File: config.mk
export PLATFORM = sky130hd
export DESIGN_NAME = dwc_mac
export DESIGN_NICKNAME = d
export VERILOG_FILES = /design/src/rtl/dwc_pkg.sv /design/src/rtl/dwc_mac.sv
export SDC_FILE = /design/constraint.sdc
export NUM_CORES = 1
export LEC_CHECK = 0
export BUFFER_PORTS_ARGS = -buffer_cell sky130_fd_sc_hd__buf_2
export CAP_MARGIN = 20
export CORE_MARGIN = 2
export CORE_UTILIZATION = 35
export CTS_BUF_LIST = sky130_fd_sc_hd__clkbuf_4 sky130_fd_sc_hd__clkbuf_8 sky130_fd_sc_hd__clkbuf_16
export CTS_CLUSTER_SIZE = 8
export DETAILED_ROUTE_END_ITERATION = 12
export PLACE_DENSITY = 0.53
export SYNTH_ARGS = -nofsm -noshare
export SYNTH_HDL_FRONTEND = slang
export SYNTH_SLANG_ARGS = --single-unit
File: constraint.sdc
create_clock -name clk_i -period 3.2 [get_ports clk_i]
set_clock_uncertainty 0.2 [all_clocks]
set_input_delay 0 -clock clk_i [delete_from_list [all_inputs] [get_ports clk_i]]
set_output_delay 0 -clock clk_i [all_outputs]
set_load 0.01 [all_outputs]
File: src/rtl/dwc_pkg.sv
// shared types, codes and widths for the depthwise convolution plane block
// no dependencies; imported by dwc_mac and depthwise_conv2d_plane_top
package dwc_pkg;

  localparam int unsigned DEF_MAX_HEIGHT = 64;
  localparam int unsigned DEF_MAX_WIDTH  = 64;
  localparam int unsigned DEF_KER_ROWS   = 3;
  localparam int unsigned DEF_KER_COLS   = 3;
  localparam int unsigned DEF_PIXEL_BITS = 16;

  localparam int unsigned VAL_W      = 16;
  localparam int unsigned PROD_W     = 2 * VAL_W;
  localparam int unsigned SUM_W      = 40;
  localparam int unsigned ROW_W      = 6;
  localparam int unsigned COL_W      = 6;
  localparam int unsigned TAPI_W     = 4;
  localparam int unsigned OP_W       = 2;
  localparam int unsigned DIM_W      = 7;
  localparam int unsigned STEP_W     = 4;
  localparam int unsigned PAD_W      = 3;
  localparam int unsigned COORD_W    = 12;
  localparam int unsigned CMP_W      = 11;
  localparam int unsigned S_DATA_W   = 32;
  localparam int unsigned M_DATA_W   = 40;
  localparam int unsigned CFG_IDX_W  = 3;
  localparam int unsigned CFG_DATA_W = 7;

  localparam int unsigned ROW_LSB = 0;
  localparam int unsigned COL_LSB = ROW_LSB + ROW_W;
  localparam int unsigned TAP_LSB = COL_LSB + COL_W;
  localparam int unsigned VAL_LSB = TAP_LSB + TAPI_W;

  localparam logic [DIM_W-1:0]  RST_IN_HEIGHT = 7'd64;
  localparam logic [DIM_W-1:0]  RST_IN_WIDTH  = 7'd64;
  localparam logic [STEP_W-1:0] RST_STRIDE    = 4'd1;
  localparam logic [PAD_W-1:0]  RST_PAD       = 3'd0;
  localparam logic [STEP_W-1:0] RST_DILATION  = 4'd1;

  typedef enum logic [OP_W-1:0] {
    OP_LOAD_PIXEL = 2'd0,
    OP_LOAD_TAP   = 2'd1,
    OP_COMPUTE    = 2'd2
  } op_e;

  typedef enum logic [CFG_IDX_W-1:0] {
    CFG_IN_HEIGHT     = 3'd0,
    CFG_IN_WIDTH      = 3'd1,
    CFG_STRIDE_ROWS   = 3'd2,
    CFG_STRIDE_COLS   = 3'd3,
    CFG_PAD_ROWS      = 3'd4,
    CFG_PAD_COLS      = 3'd5,
    CFG_DILATION_ROWS = 3'd6,
    CFG_DILATION_COLS = 3'd7
  } cfg_idx_e;

  typedef enum logic [1:0] {
    ST_IDLE  = 2'd0,
    ST_RUN   = 2'd1,
    ST_DRAIN = 2'd2
  } state_e;

  typedef struct packed {
    logic clear;
    logic valid;
    logic last;
  } mac_ctl_t;

endpackage

File: src/rtl/dwc_mac.sv
// multiply-accumulate pipeline behind the plane and tap memory read ports
// depends on dwc_pkg
module dwc_mac (
  input  logic                             clk_i,
  input  logic                             rst_ni,
  input  dwc_pkg::mac_ctl_t                ctl_i,
  input  logic signed [dwc_pkg::VAL_W-1:0] px_i,
  input  logic signed [dwc_pkg::VAL_W-1:0] tp_i,
  output logic signed [dwc_pkg::SUM_W-1:0] acc_o,
  output logic                             done_o
);
  import dwc_pkg::*;

  logic                     v1_q, last1_q, v2_q, last2_q, done_q;
  logic signed [PROD_W-1:0] prod_q;
  logic signed [SUM_W-1:0]  acc_q;

  always_ff @(posedge clk_i or negedge rst_ni) begin
    if (!rst_ni) begin
      v1_q    <= 1'b0;
      last1_q <= 1'b0;
      v2_q    <= 1'b0;
      last2_q <= 1'b0;
      done_q  <= 1'b0;
    end else begin
      v1_q    <= ctl_i.valid;
      last1_q <= ctl_i.last;
      v2_q    <= v1_q;
      last2_q <= last1_q;
      if (ctl_i.clear) begin
        done_q <= 1'b0;
      end else if (last2_q) begin
        done_q <= 1'b1;
      end
    end
  end

  always_ff @(posedge clk_i) begin
    if (v1_q) begin
      prod_q <= px_i * tp_i;
    end
    if (ctl_i.clear) begin
      acc_q <= '0;
    end else if (v2_q) begin
      acc_q <= acc_q + SUM_W'(prod_q);
    end
  end

  assign acc_o  = acc_q;
  assign done_o = done_q;

endmodule

Word-level counts from Yosys, hierarchy flattened
Cells that the tools add are included.
Widths: inputs -> output; s select.
{ "totals": {"ff_bits": 77, "input_bits": 37, "out_inout_bits": 41, "wordCells": 12} }
{ "classes": {"add_sub_neg": 1, "multipliers": 1, "mux": 2, "n_reduce_logical": 1} }
{ "ops": {"columns": ["operator", "n"], "rows": [
  ["$add 40x32->40", 1],
  ["$mul 16x16->32", 1],
  ["$mux 1", 2],
  ["$reduce_bool 2->1", 1]
]} }

Logic depth before layout (Yosys ltp)
{ "depth": {"ltp_word": 2, "depth_mapped": 23, "mapped_depth_nobuf": 22} }

Least setup slack after synthesis
OpenSTA, ideal clock, no wires.
{ "synth_timing": {"path_kind": "input to register", "from": "input port px_i[15] (netlist bit)", "to": "register prod_q[30], data pin", "setup_ns": 0.195, "t_arrival_ns": 5.408, "required_time_ns": 2.805, "setup_slack_ns": -2.603, "stages": 19, "path_buffers": 1, "cell_sequence": "clkbuf_1 > nand2_1 > inv_1 > fa_1 > fa_1 > fa_1 > fa_1 > fa_1 > inv_1 > fa_1 > inv_1 > ha_1 > nand2_1 > nor2_1 > nand3_1 > or3_1 > o221ai_1 > o211ai_1 > o311ai_0"} }
{ "synth_between": {"elab_chain_len": 1} }
{ "synth_rtl": {"columns": ["element", "line_no", "text"], "rows": [
  ["start, declared", "dwc_mac.sv:7", "input logic signed [dwc_pkg::VAL_W-1:0] px_i,"],
  ["$mul 16x16->32", "dwc_mac.sv:40", "prod_q <= px_i * tp_i;"],
  ["end signal, assigned", "dwc_mac.sv:40", null],
  ["end, declared", "dwc_mac.sv:15", "logic signed [PROD_W-1:0] prod_q;"]
]} }
Every way passes these cells.
A chain may end at the register's enable or synchronous reset.

Worst setup path in the final report
{ "layout_timing": {"from": "input port px_i[3] (netlist bit)", "to": "register prod_q[31], data pin"} }
The elaborated chain is that of the path after synthesis.

==> impl_metrics.tcl <==
set metrics [dict create \
    insertion_delay_ps 340 \
    antennaDiodeCount 0 \
    drive_gt1_share_pct 26.2 \
    synth_area_leader_cell "fa_1" \
    clock_sinks 77 \
    place_area_um2 16800 \
    worstPathCellList "buf_8, buf_6, and2_4, fa_1, inv_2, fa_1, inv_1, fa_1, fa_1, fa_1, inv_1, fa_1, inv_2, ha_4, a21o_1, nand3_4, nand2b_4, a21o_1, o31a_1, a211oi_2, a21oi_1, xnor2_1" \
    numCtsBuffers 9 \
    drv_slew 0 \
    cp_slowest_cell "fa_1" \
    drt-wirelength-per-cell_um 15.3 \
    setup_viol 27 \
    finalInstanceArea_um2 18300 \
    path_common_cell "fa_1" \
    r2r_slack_ps 110 \
    slew_headroom_pct 36.6 \
    max-clock-path-buffers 2 \
    design.core.area_um2 40600 \
    violations "negative setup slack" \
    finalNetCount 2196 \
    synthesis.area_um2 14300 \
    synth_top_area_share_pct 36.8 \
    die_w_um 206 \
    crit_buf_inv 6 \
    root_buffer "clkbuf_16" \
    syn-num-nets 1949 \
    drt-pass1-iter-count 5 \
    synth.area.top_cells "fa_1 (37%), ha_1 (11%), inv_1 (7.8%)" \
    top_layer "met4" \
    antenna_found_initial 0 \
    dp_hpwl_um 29600 \
    antenna_left 0 \
    met2_length_um 16000 \
    syn_avg_cell_area_um2 9.37 \
    initial_core_util_pct 35.2 \
    synth_edf_count 32 \
    grt_pass1_wl_um 58200 \
    viasPerCell 4.69 \
    fp.dieArea_um2 42500 \
    ys.flop_type "dfxtp_1" \
    yosys_warnings 0 \
    drt_iter0_drc 422 \
    finish.utilization_pct 45.1 \
    finalHoldViolCount 0 \
    critPathKind "input pin to flop" \
    slowest_delay_ps 520 \
    crit_fanout 3 \
    portBuffers 77 \
    worst_pin_slew_ps 951 \
    die-height_um 206 \
    fin_crit_ps 5190 \
    ys_ff_latch 77 \
    grt_max_degree 52 \
    fin_crit_sh_pct 162 \
    final_common_cell "inv_1" \
    max_freq_ghz 0.193 \
    vias 10800 \
    place_congestion 0.869 \
    ys_async_sr_fraction_pct 6.49 \
    cp-start-kind "input pin" \
    grt_overflow 0 \
    seq_area_frac_synth_pct 13.2 \
    worst_ep_arrival_time_ps 5090 \
    area_delta_synth_final_pct 28.0 \
    cts_tree "yes" \
    wl_met1_um 17300 \
    hold_slack_ps 45.8 \
    required_ps 3090 \
    status "complete, but fails checks" \
    grt_pass1_vias 11600 \
    remaining_drc_errors 0 \
    final_cell_mix "inv_1 (274), fa_1 (246), buf_4 (165)" \
    rows 74 \
    maxCapViolations 0 \
    h-tree-depth 3 \
    dr_wl_met3_um 1530 \
    path_delay_family "adder cells" \
    endpoint_kind "flop" \
    grtUsageTotal_pct 17.0 \
    fin_ws_ps -1990 \
    synth_cells 1528 \
    cts.clk_slew.worst_paths_ps 60 \
    io_pins 78 \
    hold_class "input pin to flop" \
    rsz0062_at_grt "yes" \
    wl_um 35300 \
    synthDistinctLibCells 70 \
]
-- kinds of logic (layout without fill, tap and decap cells) --
| family | after synthesis | in the layout | synth area share, % |
|---|---|---|---|
| AO/OA/AOI/OAI | 196 | 196 | 9.30 |
| AND/OR/NAND/NOR | 438 | 438 | 15.3 |
| buffers and inverters | 343 | 595 | 9.16 |
| flip-flops | 77 | 77 | 13.2 |
| XOR/XNOR | 66 | 66 | 4.04 |
| adder cells (fa/ha/maj) | 384 | 384 | 47.4 |
| multiplexers | 24 | 24 | 1.71 |
-- state kept, by name (all words and copies together) (netlist names) --
name,cells
acc_o,40
prod_q,32
done_o,1
last1_q,1
last2_q,1
v1_q,1
v2_q,1
-- Yosys cell counts (5+ instances only) --
cell type,count
a211oi_1,9
a21o_1,32
a21oi_1,54
a31oi_1,5
and2_1,129
and3_1,5
clkbuf_1,41
dfrtp_1,5
dfxtp_1,40
edfxtp_1,32
fa_1,263
ha_1,121
inv_1,298
mux2i_1,23
nand2_1,162
nand2b_1,12
nand3_1,12
nand3b_1,5
nor2_1,71
nor2b_1,6
nor3_1,8
o211ai_1,8
o21a_1,9
o21ai_0,32
o21bai_1,8
or3_1,6
xnor2_1,49
xor2_1,17
-- metrics by stage --
stage	setup slack [ps]	setup TNS (ps)	cells
after floorplan	-2190	-39580	1528
after global placement	-2480	-52050	2261
after CTS	-2040	-40670	2295
final	-1990	-40760	2312
after detailed placement	-2500	-52530	2261
after global routing	-2200	-44560	2312
-- final timing paths --
check	start	endpoint	cells past startpoint
worst max-delay path	px_i[3]	prod_q[31]$_DFFE_PP_	22
worst min-delay path	tp_i[0]	prod_q[0]$_DFFE_PP_	3
worst max register to register	prod_q[14]$_DFFE_PP_	acc_o[39]$_SDFFE_PP0P_	9
worst min register to register	last1_q$_DFF_PN0_	last2_q$_DFF_PN0_	0
max in group asynchronous	rst_ni	v2_q$_DFF_PN0_	3
min in group asynchronous	rst_ni	last1_q$_DFF_PN0_	3
-- routing by layer --
metal,GRT usage [%],vias to the layer above
met5,0,-
met4,3.19,0
met3,2.05,26
met2,27.9,214
met1,24.2,5299
li1,-,5293
-- cell type report --
type / instances / area (um2)
sequential: 77 / 1890
timing repair buffer: 280 / 2380
clock buffer: 12 / 289
tap: 532 / 666
fill: 3872 / 22300
clock inverter: 4 / 25.0
inverter: 299 / 1120
multi-input combinational: 1108 / 12000
-- tightest hold or removal path, cell delays in order --
cell	delay (ps)
buf_2	180
buf_4	180
and2_1	120
-- timing repair --
| action | 4_1_cts | 5_1_grt |
|---|---|---|
| pin swaps | 69 | 73 |
| endpoints found under the hold margin | 7 | 0 |
| gates resized for setup | 118 | 103 |
| setup endpoints to repair | 26 | 38 |
| cloned | 0 | 5 |
| hold buffers | 4 | 0 |
| buffers inserted | 15 | 16 |
Power is not shown: default switching activity piles up to over one toggle a cycle in this logic, so the estimate is an artifact.
